===== src/rtl/wcm_pkg.sv =====
`timescale 1ns / 1ps
package wcm_pkg;

  localparam int DEF_MAX_COMPONENTS = 8;
  localparam int DEF_MAX_SERIES     = 256;
  localparam int DEF_SAMPLE_BITS    = 16;

  localparam int WIN_W      = 4;
  localparam int SER_W      = 9;
  localparam int CFG_DATA_W = 9;
  localparam int CFG_IDX_W  = 1;
  localparam int ROW_W      = 3;
  localparam int VAL_W      = 17;
  localparam int OUT_DATA_W = 24;
  localparam int QUO_W      = 33;

  localparam logic [CFG_IDX_W-1:0] REG_WINDOW = 1'b0;
  localparam logic [CFG_IDX_W-1:0] REG_SERIES = 1'b1;

  localparam logic [VAL_W-1:0] ONE_Q16 = 17'h10000;

  typedef enum logic [1:0] {
    VAL_ONE,
    VAL_ZERO,
    VAL_RATIO
  } val_sel_e;

  typedef struct packed {
    logic     wr_en;
    logic     mac_en;
    logic     acc_clr;
    logic     norm_wr;
    logic     norm_rd;
    logic     p_ld;
    logic     q_ld;
    logic     ratio_start;
    logic     out_ld;
    logic     out_err;
    logic     out_last;
    val_sel_e val_sel;
  } ctrl_cmd_t;

  typedef struct packed {
    logic p_zero;
    logic q_zero;
    logic ratio_done;
  } dp_sts_t;

endpackage


===== src/rtl/wcm_ctrl.sv =====
`timescale 1ns / 1ps
module wcm_ctrl #(
  parameter int MAX_COMPONENTS = wcm_pkg::DEF_MAX_COMPONENTS,
  parameter int MAX_SERIES     = wcm_pkg::DEF_MAX_SERIES
) (
  input  logic                                clk_i,
  input  logic                                rst_ni,
  input  logic                                cfg_clr_i,
  input  logic [$clog2(MAX_COMPONENTS+1)-1:0] l_i,
  input  logic [$clog2(MAX_SERIES+1)-1:0]     n_i,
  input  logic                                in_valid_i,
  output logic                                in_ready_o,
  input  logic                                out_ready_i,
  output logic                                out_valid_o,
  input  wcm_pkg::dp_sts_t                    sts_i,
  output wcm_pkg::ctrl_cmd_t                  cmd_o,
  output logic [$clog2(MAX_COMPONENTS)-1:0]   comp_o,
  output logic [$clog2(MAX_SERIES)-1:0]       t_o,
  output logic [$clog2(MAX_COMPONENTS)-1:0]   i_o,
  output logic [$clog2(MAX_COMPONENTS)-1:0]   j_o,
  output logic [$clog2(MAX_SERIES)-1:0]       k_o,
  output logic [$clog2(MAX_COMPONENTS)-1:0]   norm_idx_o
);
  import wcm_pkg::*;

  localparam int CW  = $clog2(MAX_COMPONENTS);
  localparam int TW  = $clog2(MAX_SERIES);
  localparam int LW  = $clog2(MAX_COMPONENTS + 1);
  localparam int NBW = $clog2(MAX_SERIES + 1);
  localparam int XW  = ((LW > NBW) ? LW : NBW) + 1;

  localparam logic [3:0] ST_LOAD   = 4'd0;
  localparam logic [3:0] ST_ERR    = 4'd1;
  localparam logic [3:0] ST_NDOT   = 4'd2;
  localparam logic [3:0] ST_NDRAIN = 4'd3;
  localparam logic [3:0] ST_NWR    = 4'd4;
  localparam logic [3:0] ST_ENTRY  = 4'd5;
  localparam logic [3:0] ST_RDP    = 4'd6;
  localparam logic [3:0] ST_RDQ    = 4'd7;
  localparam logic [3:0] ST_QLD    = 4'd8;
  localparam logic [3:0] ST_CHK    = 4'd9;
  localparam logic [3:0] ST_DOT    = 4'd10;
  localparam logic [3:0] ST_DRAIN  = 4'd11;
  localparam logic [3:0] ST_RSTART = 4'd12;
  localparam logic [3:0] ST_RWAIT  = 4'd13;
  localparam logic [3:0] ST_EMIT   = 4'd14;

  logic [3:0]    state_q, state_d;
  logic [CW-1:0] comp_q, comp_d, i_q, i_d, j_q, j_d;
  logic [TW-1:0] t_q, t_d, k_q, k_d;
  logic          drain_q, drain_d;
  logic          out_valid_q, out_valid_d;
  val_sel_e      sel_q, sel_d;

  logic [XW-1:0] l_x, n_x;
  logic          last_t, last_comp, last_k, last_i, last_j, out_free;

  assign l_x       = XW'(l_i);
  assign n_x       = XW'(n_i);
  assign last_t    = (XW'(t_q) == n_x - 1'b1);
  assign last_comp = (XW'(comp_q) == l_x - 1'b1);
  assign last_k    = (XW'(k_q) == n_x - 1'b1);
  assign last_i    = (XW'(i_q) == l_x - 1'b1);
  assign last_j    = (XW'(j_q) == l_x - 1'b1);
  assign out_free  = !out_valid_q || out_ready_i;

  always_comb begin
    state_d = state_q;
    comp_d  = comp_q;
    t_d     = t_q;
    i_d     = i_q;
    j_d     = j_q;
    k_d     = k_q;
    drain_d = drain_q;
    sel_d   = sel_q;
    cmd_o   = '0;
    cmd_o.val_sel = sel_q;
    case (state_q)
      ST_LOAD: begin
        if (in_valid_i) begin
          cmd_o.wr_en = 1'b1;
          if (last_t) begin
            t_d = '0;
            if (last_comp) begin
              comp_d  = '0;
              i_d     = '0;
              j_d     = '0;
              k_d     = '0;
              state_d = (n_x < l_x) ? ST_ERR : ST_NDOT;
            end else begin
              comp_d = comp_q + 1'b1;
            end
          end else begin
            t_d = t_q + 1'b1;
          end
        end
        if (cfg_clr_i) begin
          comp_d = '0;
          t_d    = '0;
        end
      end
      ST_ERR: begin
        if (out_free) begin
          cmd_o.out_ld   = 1'b1;
          cmd_o.out_err  = 1'b1;
          cmd_o.out_last = 1'b1;
          cmd_o.val_sel  = VAL_ZERO;
          state_d        = ST_LOAD;
        end
      end
      ST_NDOT, ST_DOT: begin
        cmd_o.mac_en  = 1'b1;
        cmd_o.acc_clr = (k_q == '0);
        if (last_k) begin
          k_d     = '0;
          drain_d = 1'b0;
          state_d = (state_q == ST_NDOT) ? ST_NDRAIN : ST_DRAIN;
        end else begin
          k_d = k_q + 1'b1;
        end
      end
      ST_NDRAIN, ST_DRAIN: begin
        drain_d = 1'b1;
        if (drain_q) state_d = (state_q == ST_NDRAIN) ? ST_NWR : ST_RSTART;
      end
      ST_NWR: begin
        cmd_o.norm_wr = 1'b1;
        if (last_i) begin
          i_d     = '0;
          j_d     = '0;
          state_d = ST_ENTRY;
        end else begin
          i_d     = i_q + 1'b1;
          j_d     = i_q + 1'b1;
          state_d = ST_NDOT;
        end
      end
      ST_ENTRY: begin
        if (i_q == j_q) begin
          sel_d   = VAL_ONE;
          state_d = ST_EMIT;
        end else begin
          state_d = ST_RDP;
        end
      end
      ST_RDP: begin
        cmd_o.norm_rd = 1'b1;
        state_d       = ST_RDQ;
      end
      ST_RDQ: begin
        cmd_o.p_ld    = 1'b1;
        cmd_o.norm_rd = 1'b1;
        state_d       = ST_QLD;
      end
      ST_QLD: begin
        cmd_o.q_ld = 1'b1;
        state_d    = ST_CHK;
      end
      ST_CHK: begin
        if (sts_i.p_zero || sts_i.q_zero) begin
          sel_d   = VAL_ZERO;
          state_d = ST_EMIT;
        end else begin
          k_d     = '0;
          state_d = ST_DOT;
        end
      end
      ST_RSTART: begin
        cmd_o.ratio_start = 1'b1;
        state_d           = ST_RWAIT;
      end
      ST_RWAIT: begin
        if (sts_i.ratio_done) begin
          sel_d   = VAL_RATIO;
          state_d = ST_EMIT;
        end
      end
      ST_EMIT: begin
        if (out_free) begin
          cmd_o.out_ld   = 1'b1;
          cmd_o.out_last = last_i && last_j;
          if (last_j) begin
            j_d = '0;
            if (last_i) begin
              i_d     = '0;
              state_d = ST_LOAD;
            end else begin
              i_d     = i_q + 1'b1;
              state_d = ST_ENTRY;
            end
          end else begin
            j_d     = j_q + 1'b1;
            state_d = ST_ENTRY;
          end
        end
      end
      default: state_d = ST_LOAD;
    endcase
  end

  always_comb begin
    out_valid_d = out_valid_q;
    if (cmd_o.out_ld) out_valid_d = 1'b1;
    else if (out_ready_i) out_valid_d = 1'b0;
  end

  always_ff @(posedge clk_i or negedge rst_ni) begin
    if (!rst_ni) begin
      state_q     <= ST_LOAD;
      comp_q      <= '0;
      t_q         <= '0;
      i_q         <= '0;
      j_q         <= '0;
      k_q         <= '0;
      drain_q     <= 1'b0;
      out_valid_q <= 1'b0;
      sel_q       <= VAL_ZERO;
    end else begin
      state_q     <= state_d;
      comp_q      <= comp_d;
      t_q         <= t_d;
      i_q         <= i_d;
      j_q         <= j_d;
      k_q         <= k_d;
      drain_q     <= drain_d;
      out_valid_q <= out_valid_d;
      sel_q       <= sel_d;
    end
  end

  assign in_ready_o  = (state_q == ST_LOAD);
  assign out_valid_o = out_valid_q;
  assign comp_o      = comp_q;
  assign t_o         = t_q;
  assign i_o         = i_q;
  assign j_o         = j_q;
  assign k_o         = k_q;
  assign norm_idx_o  = (state_q == ST_RDQ) ? j_q : i_q;

endmodule


===== config.mk =====
export PLATFORM = sky130hd
export DESIGN_NAME = wcm_ctrl
export DESIGN_NICKNAME = d
export VERILOG_FILES = /design/src/rtl/wcm_pkg.sv /design/src/rtl/wcm_ctrl.sv
export SDC_FILE = /design/constraint.sdc
export NUM_CORES = 1
export LEC_CHECK = 0
export ABC_AREA = 1
export BUFFER_PORTS_ARGS = -buffer_cell sky130_fd_sc_hd__buf_2
export CAP_MARGIN = 0
export CORE_ASPECT_RATIO = 0.5
export CORE_UTILIZATION = 50
export DETAILED_ROUTE_END_ITERATION = 10
export PLACE_DENSITY = 0.75
export SLEW_MARGIN = 20
export SYNTH_ARGS = -nofsm -noshare
export SYNTH_HDL_FRONTEND = slang
export SYNTH_SLANG_ARGS = --single-unit

===== constraint.sdc =====
create_clock -name clk_i -period 1.7 [get_ports clk_i]
set_input_delay 0.085 -clock clk_i [delete_from_list [all_inputs] [get_ports clk_i]]
set_output_delay 0.085 -clock clk_i [all_outputs]
set_load 0.01 [all_outputs]

==> impl_metrics.env <==
export IMPL_finalSetupViolCount=8
export IMPL_final_layout_size_suffix_gt1_share_pct=40.2
export IMPL_maxCapViolCount=0
export IMPL_die_height_um=56.5
export IMPL_syn_area_per_cell_um2=6.52
export IMPL_cts_path_max_buffers=2
export IMPL_slew_violations=0
export IMPL_layout_area_overhead_vs_synth_pct=52.6
export IMPL_finalWorstPathRequiredPeriod_ps=1790
export IMPL_gpl_final_weighted_congestion=0.959
export IMPL_fill_cells=384
export IMPL_endpoint_class_of_the_critical_path="flip-flop"
export IMPL_timing_hold_violations_final=0
export IMPL_globalRoute_totalOverflow=0
export IMPL_port_buffer_count=63
export IMPL_global_route_total_usage_across_every_layer_pct=30.1
export IMPL_power_density_nw_per_um2=555
export IMPL_fp_rows=19
export IMPL_synth_enable_flop_cells=0
export IMPL_die_area_um2=6280
export IMPL_start_util_pct=53.0
export IMPL_clock_sink_count=33
export IMPL_ir_drop_worst_case_vdd_mv=0.367
export IMPL_postSynth_topFlopCell="sky130_fd_sc_hd__dfrtp_1"
export IMPL_grt_start_max_net_pins=34
export IMPL_route_detailed_drc=10
export IMPL_grt_pass1_vias=3248
export IMPL_drt_pass1_iterations=8
export IMPL_post_drt_wl_per_cell_um=15.0
export IMPL_synthDistinctLibCells=37
export IMPL_worst_hold_path_type="in -> reg"
export IMPL_timing_worst_setup_path_type="reg -> reg"
export IMPL_finalWorstSetupSlack_ps=-90.8
export IMPL_worstPathMaxFanout=3
export IMPL_floorplan_io_pins=64
export IMPL_slew_limit_headroom_pct=45.9
export IMPL_detail_route_iter0_violations=311
export IMPL_finalInstanceArea_um2=4540
export IMPL_grt_setup_unrepaired="yes"
export IMPL_htree_levels=2
export IMPL_timing_worst_slew_pin_value_ps=811
export IMPL_setup_total_negative_slack_ps=-270
export IMPL_finish_utilization_pct=80.9
export IMPL_synth_cell_area_um2=2970
export IMPL_syn_nets=488
export IMPL_fmax_mhz=558
export IMPL_number_of_antenna_violations_at_the_first_check_in_global_routing=0
export IMPL_ys_ff_latch=33
export IMPL_period_share_pct=105
export IMPL_core_area_um2=5610
export IMPL_total_leakage_power_nw=2.42
export IMPL_tritoncts="done"
export IMPL_avgViaCountPerCell=5.42
export IMPL_layout_commonest_cell="sky130_fd_sc_hd__nand2_1"
export IMPL_critical_path_required_ps=1910
export IMPL_fin_worst_skew_ps=3.94
export IMPL_layout_cells_most_common_list="sky130_fd_sc_hd__nand2_1 (110), sky130_fd_sc_hd__buf_4 (94), sky130_fd_sc_hd__buf_2 (63), sky130_fd_sc_hd__nand3_1 (49), sky130_fd_sc_hd__inv_1 (47)"
export IMPL_failed_checks="design-rule violations, negative setup slack"
export IMPL_netlist_instances=456
export IMPL_die_w_um=111
export IMPL_startpoint_class_of_the_critical_path="flip-flop"
export IMPL_worstSkewPairLatency_ps=280
export IMPL_fraction_of_synthesis_flops_using_an_asynchronous_set_or_reset_pin_pct=100
export IMPL_diodes=0
export IMPL_clk_pin_slew_worst_paths_ps=60
export IMPL_ant_nets=0
export IMPL_timing_critical_path_arrival_ps=2000
export IMPL_vias=3778
export IMPL_finalWirelength_um=10400
export IMPL_clock_root_buffer="sky130_fd_sc_hd__clkbuf_16"
export IMPL_grt_first_pass_wirelength_um=14900
export IMPL_placed_area_um2=3960
export IMPL_run_status="complete, but fails checks"
export IMPL_synth_yosys_seq_area_share_pct=27.8
export IMPL_detailedPlacementHpwl_um=6930
export IMPL_synthesis_yosys_warnings=0
export IMPL_design_final_nets=655
export IMPL_cts_buffers=5
-- layout make-up --
class / count / area [µm²] / share of cell area (%)
timing repair buffer: 165 / 1110 / 24.4
multi-input combinational: 358 / 2130 / 46.9
timing repair inverter: 1 / 7.51 / 0.165
tap: 73 / 91.3 / 2.01
clock buffer: 8 / 146 / 3.23
inverter: 59 / 224 / 4.94
sequential: 33 / 832 / 18.3
-- metal layers --
layer	up-vias	routed length [µm]	GRT usage (%)
li1	1805	-	-
met1	1738	4450	41.8
met2	208	4860	49.1
met3	27	912	4.97
met4	0	215	7.53
met5	-	0	0
-- cells by family after synthesis --
kind of cell	share of synthesized area, %
fa+ha+maj	4.63
buf+inv	8.88
compound gates	6.90
xor+xnor	8.84
flops	27.8
simple gates	42.9
-- registers in the layout (all words and copies together) (netlist names) --
| register | flops |
|---|---|
| comp_o | 3 |
| drain_q | 1 |
| i_o | 3 |
| j_o | 3 |
| k_o | 8 |
| out_valid_o | 1 |
| sel_q | 2 |
| state_q | 4 |
| t_o | 8 |
-- cells in the mapped netlist (6+ instances only) --
library cell              instances  share of area (%)
sky130_fd_sc_hd__a21oi_1         12                2.0
sky130_fd_sc_hd__dfrtp_1         32                 27
sky130_fd_sc_hd__nor2_1          56                7.1
sky130_fd_sc_hd__xor2_1          20                5.9
sky130_fd_sc_hd__nor3_1           6                1.0
sky130_fd_sc_hd__nor2_2           8                1.7
sky130_fd_sc_hd__o21ai_0         12                2.0
sky130_fd_sc_hd__ha_1            11                4.6
sky130_fd_sc_hd__nand3_1         54                9.1
sky130_fd_sc_hd__inv_1           58                7.3
sky130_fd_sc_hd__nand2_1        121                 15
sky130_fd_sc_hd__xnor2_1         10                2.9
sky130_fd_sc_hd__nand4_1         12                2.5
-- repair_timing --
action	in CTS	in global routing
pin swaps	6	31
resized for setup	21	67
setup buffers	2	16
endpoints found under the hold margin	33	0
cloned	1	1
setup endpoints to repair	26	42
hold buffers	2	0
-- critical path: stages, from the launching register on --
cell and delay (ps):
sky130_fd_sc_hd__dfrtp_1 430, sky130_fd_sc_hd__inv_2 130, sky130_fd_sc_hd__nor2_4 50, sky130_fd_sc_hd__inv_4 90, sky130_fd_sc_hd__nor2_4 40, sky130_fd_sc_hd__buf_4 130, sky130_fd_sc_hd__o21ai_2 130, sky130_fd_sc_hd__nand4_1 170
sky130_fd_sc_hd__nor2_4 170, sky130_fd_sc_hd__buf_6 130, sky130_fd_sc_hd__nand3_1 120, sky130_fd_sc_hd__nand2_1 120
-- through the flow --
step | total power, mW | setup WS [ps] | std cells | hold slack, ps
finish | 2.52 | -90.8 | 697 | 203
global route | 2.62 | -185 | 697 | 251
CTS | 2.39 | -9.47 | 681 | 203
detailed placement | 1.45 | -250 | 668 | 219
global placement | 1.44 | -182 | 668 | 205
floorplan | 1.16 | 52.6 | 456 | -211
-- path summary, 6_finish.rpt --
path,start,to,cells after the start,slack [ps]
worst min-delay path,cfg_clr_i,t_o[1],4,200
worst max-delay path,state_q[1],state_q[3],11,-90
max in group asynchronous,rst_ni,state_q[2],2,710
min in group asynchronous,rst_ni,i_o[0],2,430
worst min register to register,sel_q[0],sel_q[0],2,500
worst max register to register,state_q[1],state_q[3],11,-90
-- power by group --
group | internal, mW | switching (mW) | total, mW
logic | 0.341 | 0.392 | 0.733
registers | 0.817 | 0.0307 | 0.847
clock network | 0.585 | 0.355 | 0.940
Power figures use the tool's default switching activity.
